===== src/design/gcsm_pkg.sv =====
// gcsm_pkg: shared widths, constants, types and helpers for the grouped
// circular sliding maximum block. No dependencies.
`timescale 1ns / 1ps
`default_nettype none

package gcsm_pkg;

    // buffer and field geometry
    localparam int BLOCK_MAX = 64;
    localparam int SAMPLE_W  = 32;
    localparam int CFG_W     = 7;
    localparam int ADDR_W    = $clog2(BLOCK_MAX);
    localparam int CNT_W     = $clog2(BLOCK_MAX + 1);
    localparam int PROD_W    = 2 * CFG_W;

    // queue between front and back (depth is a power of two)
    localparam int QUEUE_DEPTH = 2;
    localparam int QPTR_W      = $clog2(QUEUE_DEPTH);
    localparam int QCNT_W      = $clog2(QUEUE_DEPTH + 1);

    typedef logic signed [SAMPLE_W-1:0] t_sample;

    // configuration register indexes
    typedef enum logic [0:0] {
        CFG_WINDOW_LEN = 1'b0,
        CFG_WIN_PER_GRP = 1'b1
    } t_cfg_idx;

    // one queued sample with its classification
    typedef struct packed {
        t_sample             sample;
        logic [ADDR_W-1:0]   pos;
        logic                release_grp;
        logic [CNT_W-1:0]    win;
    } t_q_entry;

    // queue status seen by the front
    typedef struct packed {
        logic push;
        logic full;
    } t_q_ctrl;

    // window length with zero taken as one and saturated at the buffer size
    function automatic logic [CNT_W-1:0] eff_window(input logic [CFG_W-1:0] r);
        logic [CNT_W-1:0] res;
        if (r == '0) begin
            res = CNT_W'(1);
        end else if (CNT_W'(r) > CNT_W'(BLOCK_MAX)) begin
            res = CNT_W'(BLOCK_MAX);
        end else begin
            res = CNT_W'(r);
        end
        return res;
    endfunction

endpackage

`default_nettype wire


===== src/design/gcsm_if.sv =====
// gcsm_in_if / gcsm_out_if: valid-ready channels for samples and results.
// Depends on gcsm_pkg.
`timescale 1ns / 1ps
`default_nettype none

interface gcsm_in_if;
    logic               valid;
    logic               ready;
    gcsm_pkg::t_sample  sample;
    logic               end_of_series;

    modport source (output valid, output sample, output end_of_series, input ready);
    modport sink   (input valid, input sample, input end_of_series, output ready);
endinterface

interface gcsm_out_if;
    logic               valid;
    logic               ready;
    gcsm_pkg::t_sample  block_max;
    logic               last_of_run;

    modport source (output valid, output block_max, output last_of_run, input ready);
    modport sink   (input valid, input block_max, input last_of_run, output ready);
endinterface

`default_nettype wire


===== src/design/gcsm_front.sv =====
// gcsm_front: configuration registers, sample acceptance and group
// classification (fill position, release decision, window length).
// Depends on gcsm_pkg and gcsm_if.
`timescale 1ns / 1ps
`default_nettype none

module gcsm_front (
    input  wire logic                         i_clk,
    input  wire logic                         i_rst_n,
    input  wire logic                         i_cfg_we,
    input  wire gcsm_pkg::t_cfg_idx           i_cfg_idx,
    input  wire logic [gcsm_pkg::CFG_W-1:0]   i_cfg_data,
    gcsm_in_if.sink                           i_in,
    input  wire logic                         i_q_full,
    output gcsm_pkg::t_q_ctrl                 o_q_ctrl,
    output gcsm_pkg::t_q_entry                o_q_entry
);

    logic [gcsm_pkg::CFG_W-1:0]  r_window_len;
    logic [gcsm_pkg::CFG_W-1:0]  r_win_per_grp;
    logic [gcsm_pkg::CNT_W-1:0]  r_fill;
    logic [gcsm_pkg::CNT_W-1:0]  n_fill;

    logic [gcsm_pkg::CNT_W-1:0]  w_eff;
    logic [gcsm_pkg::CFG_W-1:0]  k_eff;
    logic [gcsm_pkg::PROD_W-1:0] grp_prod;
    logic [gcsm_pkg::CNT_W-1:0]  grp_len;
    logic [gcsm_pkg::CNT_W-1:0]  fill_inc;
    logic                        rel;
    logic                        accept;

    // configuration writes
    always_ff @(posedge i_clk) begin
        if (!i_rst_n) begin
            r_window_len  <= gcsm_pkg::CFG_W'(2);
            r_win_per_grp <= gcsm_pkg::CFG_W'(2);
        end else if (i_cfg_we) begin
            unique case (i_cfg_idx)
                gcsm_pkg::CFG_WINDOW_LEN:  r_window_len  <= i_cfg_data;
                gcsm_pkg::CFG_WIN_PER_GRP: r_win_per_grp <= i_cfg_data;
                default: ;
            endcase
        end
    end

    // effective window and group length
    always_comb begin
        w_eff    = gcsm_pkg::eff_window(r_window_len);
        k_eff    = (r_win_per_grp == '0) ? gcsm_pkg::CFG_W'(1) : r_win_per_grp;
        grp_prod = gcsm_pkg::PROD_W'(w_eff) * gcsm_pkg::PROD_W'(k_eff);
        grp_len  = (grp_prod > gcsm_pkg::PROD_W'(gcsm_pkg::BLOCK_MAX))
                   ? gcsm_pkg::CNT_W'(gcsm_pkg::BLOCK_MAX) : grp_prod[gcsm_pkg::CNT_W-1:0];
    end

    // classify the incoming sample
    always_comb begin
        accept   = i_in.valid && !i_q_full;
        fill_inc = r_fill + gcsm_pkg::CNT_W'(1);
        rel      = i_in.end_of_series || (fill_inc >= grp_len)
                   || (fill_inc >= gcsm_pkg::CNT_W'(gcsm_pkg::BLOCK_MAX));
        n_fill   = r_fill;
        if (accept) begin
            n_fill = rel ? '0 : fill_inc;
        end
        o_q_entry.sample      = i_in.sample;
        o_q_entry.pos         = r_fill[gcsm_pkg::ADDR_W-1:0];
        o_q_entry.release_grp = rel;
        o_q_entry.win         = (w_eff > fill_inc) ? fill_inc : w_eff;
        o_q_ctrl.push         = accept;
        o_q_ctrl.full         = i_q_full;
    end

    assign i_in.ready = !i_q_full;

    // fill count
    always_ff @(posedge i_clk) begin
        if (!i_rst_n) begin
            r_fill <= '0;
        end else begin
            r_fill <= n_fill;
        end
    end

`ifndef NO_ASSERTIONS
    // a group never stays open at the buffer size
    a_fill_below_max: assert property (@(posedge i_clk) disable iff (!i_rst_n)
        r_fill < gcsm_pkg::CNT_W'(gcsm_pkg::BLOCK_MAX))
        else $error("fill count reached buffer size without release");
`endif

endmodule

`default_nettype wire


===== src/design/gcsm_queue.sv =====
// gcsm_queue: short first-in first-out queue of classified samples between
// the front and the back. Depends on gcsm_pkg.
`timescale 1ns / 1ps
`default_nettype none

module gcsm_queue (
    input  wire logic                 i_clk,
    input  wire logic                 i_rst_n,
    input  wire gcsm_pkg::t_q_ctrl    i_ctrl,
    input  wire gcsm_pkg::t_q_entry   i_entry,
    output logic                      o_full,
    output logic                      o_valid,
    input  wire logic                 i_pop,
    output gcsm_pkg::t_q_entry        o_entry
);

    gcsm_pkg::t_q_entry           r_slot [gcsm_pkg::QUEUE_DEPTH];
    logic [gcsm_pkg::QPTR_W-1:0]  r_wp;
    logic [gcsm_pkg::QPTR_W-1:0]  r_rp;
    logic [gcsm_pkg::QCNT_W-1:0]  r_cnt;
    logic                         do_push;
    logic                         do_pop;

    always_comb begin
        o_full  = (r_cnt == gcsm_pkg::QCNT_W'(gcsm_pkg::QUEUE_DEPTH));
        o_valid = (r_cnt != '0);
        do_push = i_ctrl.push && !i_ctrl.full;
        do_pop  = i_pop && o_valid;
        o_entry = r_slot[r_rp];
    end

    // entry storage
    always_ff @(posedge i_clk) begin
        if (do_push) begin
            r_slot[r_wp] <= i_entry;
        end
    end

    // pointers and occupancy
    always_ff @(posedge i_clk) begin
        if (!i_rst_n) begin
            r_wp  <= '0;
            r_rp  <= '0;
            r_cnt <= '0;
        end else begin
            if (do_push) begin
                r_wp <= r_wp + gcsm_pkg::QPTR_W'(1);
            end
            if (do_pop) begin
                r_rp <= r_rp + gcsm_pkg::QPTR_W'(1);
            end
            case ({do_push, do_pop})
                2'b10:   r_cnt <= r_cnt + gcsm_pkg::QCNT_W'(1);
                2'b01:   r_cnt <= r_cnt - gcsm_pkg::QCNT_W'(1);
                default: r_cnt <= r_cnt;
            endcase
        end
    end

endmodule

`default_nettype wire


===== src/design/gcsm_back.sv =====
// gcsm_back: group buffer, circular window scan with a running maximum and
// the result register. Depends on gcsm_pkg and gcsm_if.
`timescale 1ns / 1ps
`default_nettype none

module gcsm_back (
    input  wire logic                 i_clk,
    input  wire logic                 i_rst_n,
    input  wire logic                 i_q_valid,
    input  wire gcsm_pkg::t_q_entry   i_q_entry,
    output logic                      o_q_pop,
    gcsm_out_if.source                o_out
);

    typedef enum logic [1:0] {
        ST_FILL = 2'b01,
        ST_SCAN = 2'b10
    } t_back_state;

    t_back_state                  r_state;
    gcsm_pkg::t_sample            r_mem [gcsm_pkg::BLOCK_MAX];

    logic [gcsm_pkg::CNT_W-1:0]   r_f;
    logic [gcsm_pkg::CNT_W-1:0]   r_w;
    logic [gcsm_pkg::ADDR_W-1:0]  r_i;
    logic [gcsm_pkg::ADDR_W-1:0]  r_j;
    logic [gcsm_pkg::ADDR_W-1:0]  r_addr;

    gcsm_pkg::t_sample            r_rd_data;
    logic                         r_rd_vld;
    logic                         r_rd_first;
    logic                         r_rd_last;
    logic                         r_rd_final;

    gcsm_pkg::t_sample            r_acc;
    gcsm_pkg::t_sample            r_out_max;
    logic                         r_out_vld;
    logic                         r_out_last;

    logic                         stall;
    logic                         issue;
    logic                         is_first;
    logic                         is_last;
    logic                         is_final;
    logic [gcsm_pkg::CNT_W-1:0]   addr_inc;
    gcsm_pkg::t_sample            acc_val;
    logic                         load_out;

    // scan control decode
    always_comb begin
        stall    = r_out_vld && !o_out.ready;
        issue    = (r_state == ST_SCAN) && !stall;
        is_first = (r_j == '0);
        is_last  = (gcsm_pkg::CNT_W'(r_j) + gcsm_pkg::CNT_W'(1)) == r_w;
        is_final = is_last && ((gcsm_pkg::CNT_W'(r_i) + gcsm_pkg::CNT_W'(1)) == r_f);
        addr_inc = gcsm_pkg::CNT_W'(r_addr) + gcsm_pkg::CNT_W'(1);
        o_q_pop  = (r_state == ST_FILL) && i_q_valid;
        if (r_rd_first || (r_rd_data > r_acc)) begin
            acc_val = r_rd_data;
        end else begin
            acc_val = r_acc;
        end
        load_out = r_rd_vld && r_rd_last && !stall;
    end

    // group buffer: written on queue pop, read once per scan step
    always_ff @(posedge i_clk) begin
        if (o_q_pop) begin
            r_mem[i_q_entry.pos] <= i_q_entry.sample;
        end
        if (!stall) begin
            r_rd_data <= r_mem[r_addr];
        end
    end

    // state machine and scan counters
    always_ff @(posedge i_clk) begin
        if (!i_rst_n) begin
            r_state <= ST_FILL;
            r_f     <= '0;
            r_w     <= '0;
            r_i     <= '0;
            r_j     <= '0;
            r_addr  <= '0;
        end else begin
            unique case (r_state)
                ST_FILL: begin
                    if (o_q_pop && i_q_entry.release_grp) begin
                        r_f     <= gcsm_pkg::CNT_W'(i_q_entry.pos) + gcsm_pkg::CNT_W'(1);
                        r_w     <= i_q_entry.win;
                        r_i     <= '0;
                        r_j     <= '0;
                        r_addr  <= '0;
                        r_state <= ST_SCAN;
                    end
                end
                ST_SCAN: begin
                    if (issue) begin
                        if (is_final) begin
                            r_state <= ST_FILL;
                        end else if (is_last) begin
                            r_j    <= '0;
                            r_i    <= r_i + gcsm_pkg::ADDR_W'(1);
                            r_addr <= r_i + gcsm_pkg::ADDR_W'(1);
                        end else begin
                            r_j    <= r_j + gcsm_pkg::ADDR_W'(1);
                            r_addr <= (addr_inc == r_f) ? '0
                                      : addr_inc[gcsm_pkg::ADDR_W-1:0];
                        end
                    end
                end
                default: r_state <= ST_FILL;
            endcase
        end
    end

    // read stage tags
    always_ff @(posedge i_clk) begin
        if (!i_rst_n) begin
            r_rd_vld <= 1'b0;
        end else if (!stall) begin
            r_rd_vld <= issue;
        end
    end

    always_ff @(posedge i_clk) begin
        if (!stall) begin
            r_rd_first <= is_first;
            r_rd_last  <= is_last;
            r_rd_final <= is_final;
        end
    end

    // running maximum and result register
    always_ff @(posedge i_clk) begin
        if (r_rd_vld && !stall) begin
            r_acc <= acc_val;
        end
        if (load_out) begin
            r_out_max  <= acc_val;
            r_out_last <= r_rd_final;
        end
    end

    always_ff @(posedge i_clk) begin
        if (!i_rst_n) begin
            r_out_vld <= 1'b0;
        end else if (load_out) begin
            r_out_vld <= 1'b1;
        end else if (o_out.ready) begin
            r_out_vld <= 1'b0;
        end
    end

    assign o_out.valid       = r_out_vld;
    assign o_out.block_max   = r_out_max;
    assign o_out.last_of_run = r_out_last;

`ifndef NO_ASSERTIONS
    // scan geometry is sane for the whole scan
    a_scan_geom: assert property (@(posedge i_clk) disable iff (!i_rst_n)
        (r_state == ST_SCAN) |-> (r_w != '0) && (r_w <= r_f))
        else $error("window length out of range during scan");
    // read address stays inside the group
    a_addr_in_group: assert property (@(posedge i_clk) disable iff (!i_rst_n)
        (r_state == ST_SCAN) |-> (gcsm_pkg::CNT_W'(r_addr) < r_f))
        else $error("scan address beyond group length");
    // the queue is not drained while a group is being scanned
    a_no_pop_in_scan: assert property (@(posedge i_clk) disable iff (!i_rst_n)
        (r_state == ST_SCAN) |-> !o_q_pop)
        else $error("queue popped during scan");
    // the final result of a group ends the scan
    a_final_ends_scan: assert property (@(posedge i_clk) disable iff (!i_rst_n)
        (issue && is_final) |=> (r_state == ST_FILL))
        else $error("scan did not end after final read");
`endif

endmodule

`default_nettype wire


===== src/design/grouped_circular_sliding_max.sv =====
// grouped_circular_sliding_max: top level joining front, queue and back.
// Depends on gcsm_pkg, gcsm_if, gcsm_front, gcsm_queue and gcsm_back.
`timescale 1ns / 1ps
`default_nettype none

// Samples are taken one per cycle, while the queue is not full, into a
// two-entry queue and written into a 64-entry group buffer; a group is
// released when it reaches min(k*r, 64) samples or on end_of_series. On
// release the back end scans the buffer with one memory read per cycle,
// unless a result waits in the output register, and a running maximum, so
// a group of f samples yields its f results, during which no further
// sample leaves the queue. Throughput is set by the single read port of
// the group buffer. Results stall cleanly under back-pressure; while a
// result waits in the output register the whole scan holds.
module grouped_circular_sliding_max (
    input  wire logic                         i_clk,
    input  wire logic                         i_rst_n,
    input  wire logic                         i_cfg_we,
    input  wire gcsm_pkg::t_cfg_idx           i_cfg_idx,
    input  wire logic [gcsm_pkg::CFG_W-1:0]   i_cfg_data,
    gcsm_in_if.sink                           i_in,
    gcsm_out_if.source                        o_out
);

    gcsm_pkg::t_q_ctrl   q_ctrl;
    gcsm_pkg::t_q_entry  q_in_entry;
    gcsm_pkg::t_q_entry  q_out_entry;
    logic                q_full;
    logic                q_valid;
    logic                q_pop;

    // acceptance and classification
    gcsm_front u_front (
        .i_clk      (i_clk),
        .i_rst_n    (i_rst_n),
        .i_cfg_we   (i_cfg_we),
        .i_cfg_idx  (i_cfg_idx),
        .i_cfg_data (i_cfg_data),
        .i_in       (i_in),
        .i_q_full   (q_full),
        .o_q_ctrl   (q_ctrl),
        .o_q_entry  (q_in_entry)
    );

    // decoupling queue
    gcsm_queue u_queue (
        .i_clk   (i_clk),
        .i_rst_n (i_rst_n),
        .i_ctrl  (q_ctrl),
        .i_entry (q_in_entry),
        .o_full  (q_full),
        .o_valid (q_valid),
        .i_pop   (q_pop),
        .o_entry (q_out_entry)
    );

    // buffer and window scan
    gcsm_back u_back (
        .i_clk     (i_clk),
        .i_rst_n   (i_rst_n),
        .i_q_valid (q_valid),
        .i_q_entry (q_out_entry),
        .o_q_pop   (q_pop),
        .o_out     (o_out)
    );

endmodule

`default_nettype wire


===== src/flat_wrapper.sv =====
// flat-port wrapper written by rule: the top's interface ports become plain ports
module grouped_circular_sliding_max_flat 
  (i_clk, i_rst_n, i_cfg_we, i_cfg_idx, i_cfg_data, i_in_valid, i_in_sample, i_in_end_of_series, i_in_ready, o_out_valid, o_out_block_max, o_out_last_of_run, o_out_ready);
  gcsm_in_if i_in_i ();
  gcsm_out_if o_out_i ();
  input  wire logic i_clk;
  input  wire logic i_rst_n;
  input  wire logic i_cfg_we;
  input  wire gcsm_pkg::t_cfg_idx i_cfg_idx;
  input  wire logic [gcsm_pkg::CFG_W-1:0] i_cfg_data;
  input wire logic [$bits(i_in_i.valid)-1:0] i_in_valid;
  input wire logic [$bits(i_in_i.sample)-1:0] i_in_sample;
  input wire logic [$bits(i_in_i.end_of_series)-1:0] i_in_end_of_series;
  output wire logic [$bits(i_in_i.ready)-1:0] i_in_ready;
  output wire logic [$bits(o_out_i.valid)-1:0] o_out_valid;
  output wire logic [$bits(o_out_i.block_max)-1:0] o_out_block_max;
  output wire logic [$bits(o_out_i.last_of_run)-1:0] o_out_last_of_run;
  input wire logic [$bits(o_out_i.ready)-1:0] o_out_ready;
  assign i_in_i.valid = i_in_valid;
  assign i_in_i.sample = i_in_sample;
  assign i_in_i.end_of_series = i_in_end_of_series;
  assign i_in_ready = i_in_i.ready;
  assign o_out_valid = o_out_i.valid;
  assign o_out_block_max = o_out_i.block_max;
  assign o_out_last_of_run = o_out_i.last_of_run;
  assign o_out_i.ready = o_out_ready;
  grouped_circular_sliding_max u_core (.i_clk(i_clk), .i_rst_n(i_rst_n), .i_cfg_we(i_cfg_we), .i_cfg_idx(i_cfg_idx), .i_cfg_data(i_cfg_data), .i_in(i_in_i), .o_out(o_out_i));
endmodule

===== config.mk =====
export PLATFORM = sky130hd
export DESIGN_NAME = grouped_circular_sliding_max_flat
export DESIGN_NICKNAME = d
export VERILOG_FILES = /design/src/design/gcsm_pkg.sv /design/src/design/gcsm_if.sv /design/src/design/gcsm_front.sv /design/src/design/gcsm_queue.sv /design/src/design/gcsm_back.sv /design/src/design/grouped_circular_sliding_max.sv /design/src/flat_wrapper.sv
export SDC_FILE = /design/constraint.sdc
export NUM_CORES = 2
export LEC_CHECK = 0
export BUFFER_PORTS_ARGS = -buffer_cell sky130_fd_sc_hd__buf_2
export CAP_MARGIN = 10
export CORE_MARGIN = 2
export CORE_UTILIZATION = 35
export DETAILED_ROUTE_END_ITERATION = 6
export GPL_TIMING_DRIVEN = 0
export PLACE_DENSITY = 0.6
export SLEW_MARGIN = 20
export SYNTH_ARGS = -nofsm -noshare
export SYNTH_HDL_FRONTEND = slang
export SYNTH_HIERARCHICAL = 1
export SYNTH_SLANG_ARGS = --single-unit

===== constraint.sdc =====
create_clock -name i_clk -period 7.2 [get_ports i_clk]
set_input_delay 1.44 -clock i_clk [delete_from_list [all_inputs] [get_ports i_clk]]
set_output_delay 1.44 -clock i_clk [all_outputs]
set_load 0.02 [all_outputs]

* After elaboration in Yosys (flattened, before gate mapping)
Memory sizes are Yosys's and may differ from the RTL's. A register that Yosys moved wholly into a read port is not among the register bits.
Index checks and enable logic that the tools add are counted.
** Word-level totals
- Logic and storage cells :: 119
- Flip-flop bits (word level) :: 129
- Output and inout bits :: 35
- Latch bits :: 0
- RAM bits :: 2140
- Bits of input ports :: 46
- Memory bits (read-only) :: 0
- Memories :: 2
** Operators by class
- Order comparisons :: 6
- Equal/unequal tests :: 13
- Mux-type cells :: 34
- Bitwise logic cells :: 1
- Divide/modulo/power cells :: 0
- $mul :: 1
- Shift operators :: 0
- Reduce and logical (&&, ||, !) cells :: 31
- Add/sub/neg operators :: 11
** Memory list
- u_core.u_back.r_mem :: words 64, width 32, rd ports 1, clocked after Yosys merged registers in 1, write ports 1, RTL line gcsm_back.sv:21 : gcsm_pkg::t_sample r_mem [gcsm_pkg::BLOCK_MAX];
- u_core.u_queue.r_slot :: words 2, width 46, rd ports 1, clocked after Yosys merged registers in 1, write ports 1, RTL line gcsm_queue.sv:17 : gcsm_pkg::t_q_entry r_slot [gcsm_pkg::QUEUE_DEPTH];
** Operators with widths (number)
- $mux 6 :: 11
- $mux 7 :: 6
- $pmux 6 s2 :: 3
- $gt 32x32->1 :: 1
- $mux 32 :: 1
- $add 6x1->7 const B :: 4
- $eq 7x7->1 :: 3
- $gt 14x7->1 const B :: 1
- $logic_not 7->1 :: 2
- $mul 7x7->14 :: 1
- $add 6x1->6 const B :: 2
- $logic_and 1x1->1 :: 11
- $mux 1 :: 8
- $ne 2x2->1 const B :: 4
- $pmux 2 s2 :: 2
- $reduce_bool 2->1 :: 4
- $add 7x1->7 const B :: 1
- $ge 7x7->1 :: 1
- $ge 7x7->1 const B :: 1
- $gt 7x7->1 :: 1
- $gt 7x7->1 const B :: 1
- $eq 2x2->1 const B :: 3
- $logic_not 6->1 :: 1
- $mux 2 :: 3
- 12 further kinds :: 21

* Logic depth before layout (Yosys ltp)
- Depth after elaboration :: 10
- Depth in mapped cells :: 25
- Mapped depth without buffers :: 25

* Hierarchy
Netlist, hierarchy kept.
** Modules (own cells, without submodules)
- gcsm_back :: instances 1, cells each 4408, area each 85155.4 µm², sequential area each 65222.6 µm²
- gcsm_queue :: instances 1, cells each 167, area each 3535.9 µm², sequential area each 2862.7 µm²
- gcsm_front :: instances 1, cells each 404, area each 3402.0 µm², sequential area each 420.4 µm²

* Worst setup path after synthesis
OpenSTA, ideal clock, no wires.
- Kind :: register to register
- Start :: register u_core/u_front/r_window_len[6] in the netlist's numbering
- End :: memory u_core/u_queue/r_slot[0][7] in the netlist's numbering (data pin)
- Library setup time :: 252 ps
- Buffers on the path :: 2
- Setup slack :: 1055 ps
- Arrival time :: 5893 ps
- Stages on the path, launching flop included :: 25
- Required time :: 6948 ps
- Clock period less this slack :: 6145 ps
- Path through :: dfxtp_1 nor2b_1 clkbuf_1 nand2_1 fa_1 inv_1 fa_1 inv_1 fa_1 inv_1 fa_1 ha_1 a21o_1 a31oi_2 a211oi_1 or3_4 a221oi_2 nand4b_1 ha_1 a21o_1 a21o_1 a211oi_1 o211a_1 inv_1 buf_4
** On the way
- Word-level cells in the longest chain between the ends :: 9
- Elaborated cells on any way between the ends :: 10
- Those cells by class :: mul (1); order compare (3); mux (3); reduce/logical (3)
** Ends and longest elaborated chain
- from (decl) :: RTL line gcsm_front.sv:19 : logic [gcsm_pkg::CFG_W-1:0] r_window_len;
- from (signal assigned) :: RTL line gcsm_front.sv:35 : r_window_len <= gcsm_pkg::CFG_W'(2);
- from (signal assigned) :: RTL line gcsm_front.sv:39 : gcsm_pkg::CFG_WINDOW_LEN: r_window_len <= i_cfg_data;
- $gt 7x7->1 :: RTL line gcsm_pkg.sv:48 : end else if (CNT_W'(r) > CNT_W'(BLOCK_MAX)) begin
- $mux 7 :: RTL line gcsm_pkg.sv:48
- $mux 7 * :: RTL line gcsm_pkg.sv:46 : if (r == '0) begin
- $mul 7x7->14 * :: RTL line gcsm_front.sv:50 : grp_prod = gcsm_pkg::PROD_W'(w_eff) * gcsm_pkg::PROD_W'(k_eff);
- $gt 14x7->1 :: RTL line gcsm_front.sv:51 : grp_len = (grp_prod > gcsm_pkg::PROD_W'(gcsm_pkg::BLOCK_MAX))
- $mux 7 * :: RTL line gcsm_front.sv:52 : ? gcsm_pkg::CNT_W'(gcsm_pkg::BLOCK_MAX) : grp_prod[gcsm_pkg::CNT_W-1:0];
- $ge 7x7->1 * :: RTL line gcsm_front.sv:59 : rel = i_in.end_of_series || (fill_inc >= grp_len)
- $logic_or 1x1->1 * :: RTL line gcsm_front.sv:59
- $logic_or 1x1->1 * :: RTL line gcsm_front.sv:60 : || (fill_inc >= gcsm_pkg::CNT_W'(gcsm_pkg::BLOCK_MAX));
- via u_core.u_front.rel :: RTL line gcsm_front.sv:29 : logic rel;
- to (decl) :: RTL line gcsm_queue.sv:17
The timed path passes the listed nets; every way through them passes the cells marked *.

* Worst setup path after layout
- Start :: register u_core/u_front/r_window_len[6] in the netlist's numbering
- End :: memory u_core/u_queue/r_slot[1][7] in the netlist's numbering (data pin)
Same word-level chain as after synthesis.

==> qor.yml <==
yosys:
  synth_most_common_cell: "edfxtp_1"
  yosys.area.top_type: "edfxtp_1"
  yosysUniqueCellTypes: 89
  synthArstFlopShare: 0
  synth_area_um2: 92090
  synth_nets: 5133
  synth_cells: 4979
  synth_seq_cells: 2302
  syn_area_per_cell_um2: 18.50
  yosysSeqAreaShare: 0.7439
  yosys_warnings: 6
  synthFlopType: "edfxtp_1"
  synth_common_cells: "2,240 x edfxtp_1, 513 x mux2i_1, 265 x mux4_2"
  synth-edff-count: 2240
  yosys.area.top_type_share: 0.7304
  synthTopCellsByArea: "edfxtp_1 73%, mux4_2 6.5%, mux2i_1 5.6%"
final_layout:
  final_cells: 9062
  multi_input_area_um2: 22380
  synthToLayoutAreaGrowth_pct: 16.08
  nets: 5509
  final_cell_area_um2: 106900
  fin_util: 0.4080
  fillCellCount: 23250
  regArea_um2: 68510
  drive_gt1_frac: 0.1947
place:
  place_inst: 8641
  place_congestion: 0.9263
  placed_cell_area_um2: 99580
  dp_hpwl_um: 177800
  io_buffer_count: 46
floorplan:
  rows: 188
  die_x_um: 517.0
  dieArea_um2: 267200
  io_pins: 81
  start_util: 0.3514
  die_h_um: 517.0
  coreArea_um2: 262000
global_routing:
  met3_usage: 0.03739
  use_met1: 0.2670
  grt_pass1_wl_um: 364100
  antenna_found_initial: 21
  met2_usage: 0.2954
  grt_pass1_vias: 48730
  grt_max_degree: 65
  busiest_layer: "met2"
  grtUsageTotal: 0.1909
  grt-ovfl-total: 0
drt:
  viasPerCell: 5.555
  drc_errors: 0
  dr.pass1.iters: 6
  avgRoutedWirePerCell_um: 28.55
  wl_um: 258700
  detail-route-antenna-nets: 0
  drt_iter0_drc: 6835
  via_count: 50340
timing:
  period_share: 0.9425
  maxSlewViolCount: 0
  finalSetupViolCount: 0
  fin_skew_ps: 91.72
  hold_viol: 0
  relSlewSlack: 0.07198
  max_freq_ghz: 0.1474
  fin_crit_ps: 6786
  worst-slew-pin-transition_ps: 1381
  rsz0062_at_grt: "false"
clock_tree:
  clock_latency_ps: 890
  cts_buffers: 225
  clock_path_buffers: 3
  post_cts_buffers: 0
  root_buffer: "clkbuf_16"
  clk_pin_slew_ps: 70
  cts_tree: "built"
  h-tree-depth: 4
  cts_sinks: 2302
worst_hold_path:
  hp-class: "reg2reg"
worst_setup_path:
  required_ps: 7790
  start_kind: "flop"
  worst_setup_path_end_kind: "flop"
  crit_type: "reg2reg"
  cp.arrival_ps: 7380
  crit_fanout: 9
power:
  vdd_drop_max_mv: 0.4306
  p_leak_nw: 33.28
  p_per_area_nw_per_um2: 352.0
run_status:
  status: "finished, final reports clean"
run:
  drv_cap: 0
## metal layers
layer | vias to the layer above | routed length (µm) | part of all wire
li1 | 21110 | - | -
met1 | 26340 | 106700 | 0.41
met2 | 2473 | 118000 | 0.46
met3 | 415 | 23700 | 0.092
met4 | 2 | 10220 | 0.040
met5 | - | 12 | 0.000046
## state kept, by name, summed over array words and instances (netlist names), named ones only
name	count
u_core/u_back/r_j	6
u_core/u_queue/r_cnt	2
u_core/u_back/r_mem	2048
u_core/u_back/r_f	7
u_core/u_back/r_w	7
u_core/u_back/o_out.block_max	32
u_core/u_back/r_addr	6
u_core/u_back/r_rd_last	1
u_core/u_back/r_rd_data	32
u_core/u_back/r_rd_final	1
u_core/u_back/r_rd_vld	1
u_core/u_back/o_out.valid	1
u_core/u_back/o_out.last_of_run	1
u_core/u_back/r_state	2
u_core/u_queue/r_slot	92
u_core/u_back/r_acc	32
u_core/u_front/r_win_per_grp	7
u_core/u_front/r_window_len	7
u_core/u_front/r_fill	7
u_core/u_queue/r_wp	1
u_core/u_back/r_rd_first	1
u_core/u_back/r_i	6
u_core/u_queue/r_rp	1
## cell type report
cell class                      count  area share
Multi-Input combinational cell   2271      0.2093
Sequential cell                  2302      0.6408
Clock inverter                    132     0.01306
Buffer                            322     0.01461
Antenna cell                        6   0.0001405
Clock buffer                      281     0.05473
Timing Repair Buffer              149     0.02317
Inverter                           84    0.002961
Tap cell                         3515     0.04114
## power breakdown
group | internal, W | switching, W
sequential | 0.0167 | 0.000196
clock | 0.00644 | 0.00512
combinational | 0.00296 | 0.00625
total | 0.0261 | 0.0116
## worst max-delay path, cell delays in order (launching register included)
cell,delay (ps)
dfxtp_1,380
nor2b_1,140
clkbuf_2,240
nand2_1,110
fa_1,550
inv_1,50
fa_1,520
inv_1,50
fa_1,470
inv_1,50
fa_1,430
ha_1,360
a21o_1,230
a31oi_2,260
a211oi_1,140
or3_4,410
a221oi_4,410
nand4b_1,180
ha_1,340
a21o_1,180
a21o_1,170
a211oi_1,230
o211a_1,340
inv_1,100
buf_4,150
## per-stage QoR
step / hold WS [ps] / total power (W) / setup slack (ps) / TNS [ps]
CTS: 449.6 / 0.03778 / 123.9 / 0
global placement: 429.8 / 0.02574 / -259.8 / -12820
finish: 456.8 / 0.03763 / 414.0 / 0
floorplan: 400.3 / 0.02217 / 1055 / 0
global route: 466.1 / 0.03883 / 18.79 / 0
detailed placement: 418.9 / 0.02629 / 209.8 / 0
## placed cells by master (no fill, tap or decap), types with 15 or more instances in the layout
master	count
xnor2_1	29
buf_4	56
buf_12	52
buf_1	26
mux2_2	52
clkbuf_16	225
mux2i_1	513
a211oi_1	39
clkbuf_1	189
o22ai_1	128
bufinv_16	18
o21ai_0	18
nand2_1	82
nor2_4	64
a21oi_1	233
nand4_1	19
mux2_4	31
o221ai_1	251
nor2_1	103
clkinv_2	42
buf_16	41
fa_1	24
and2_1	38
inv_1	80
nand3_1	37
clkinv_1	46
mux4_2	265
nor3_1	65
dfxtp_1	62
ha_1	84
buf_2	143
xor2_1	15
edfxtp_1	2240
nor2b_1	25
## worst paths after layout
path | startpoint | end | slack, ps | cells past startpoint
worst min register to register | u_core/u_back/r_rd_final | u_core/u_back/o_out.last_of_run | 460 | 0
worst max register to register | u_core/u_front/r_window_len[6] | u_core/u_queue/r_slot[1][7] | 410 | 24
worst max-delay path | u_core/u_front/r_window_len[6] | u_core/u_queue/r_slot[1][7] | 410 | 24
worst min-delay path | u_core/u_back/r_rd_final | u_core/u_back/o_out.last_of_run | 460 | 0
## logic make-up after synthesis
family                   share of synthesized area
buffers and inverters                      0.02019
multiplexers                                0.1307
AND/OR/NAND/NOR                            0.02675
XOR/XNOR                                  0.004185
adder cells (fa/ha/maj)                    0.01674
AO/OA/AOI/OAI                              0.05755
flip-flops                                  0.7439
## repair_timing
item / CTS / global route
hold buffers: 0 / 0
setup endpoints to repair: 0 / 6
gates resized for setup: 0 / 11
Power figures use the tool's default switching activity.
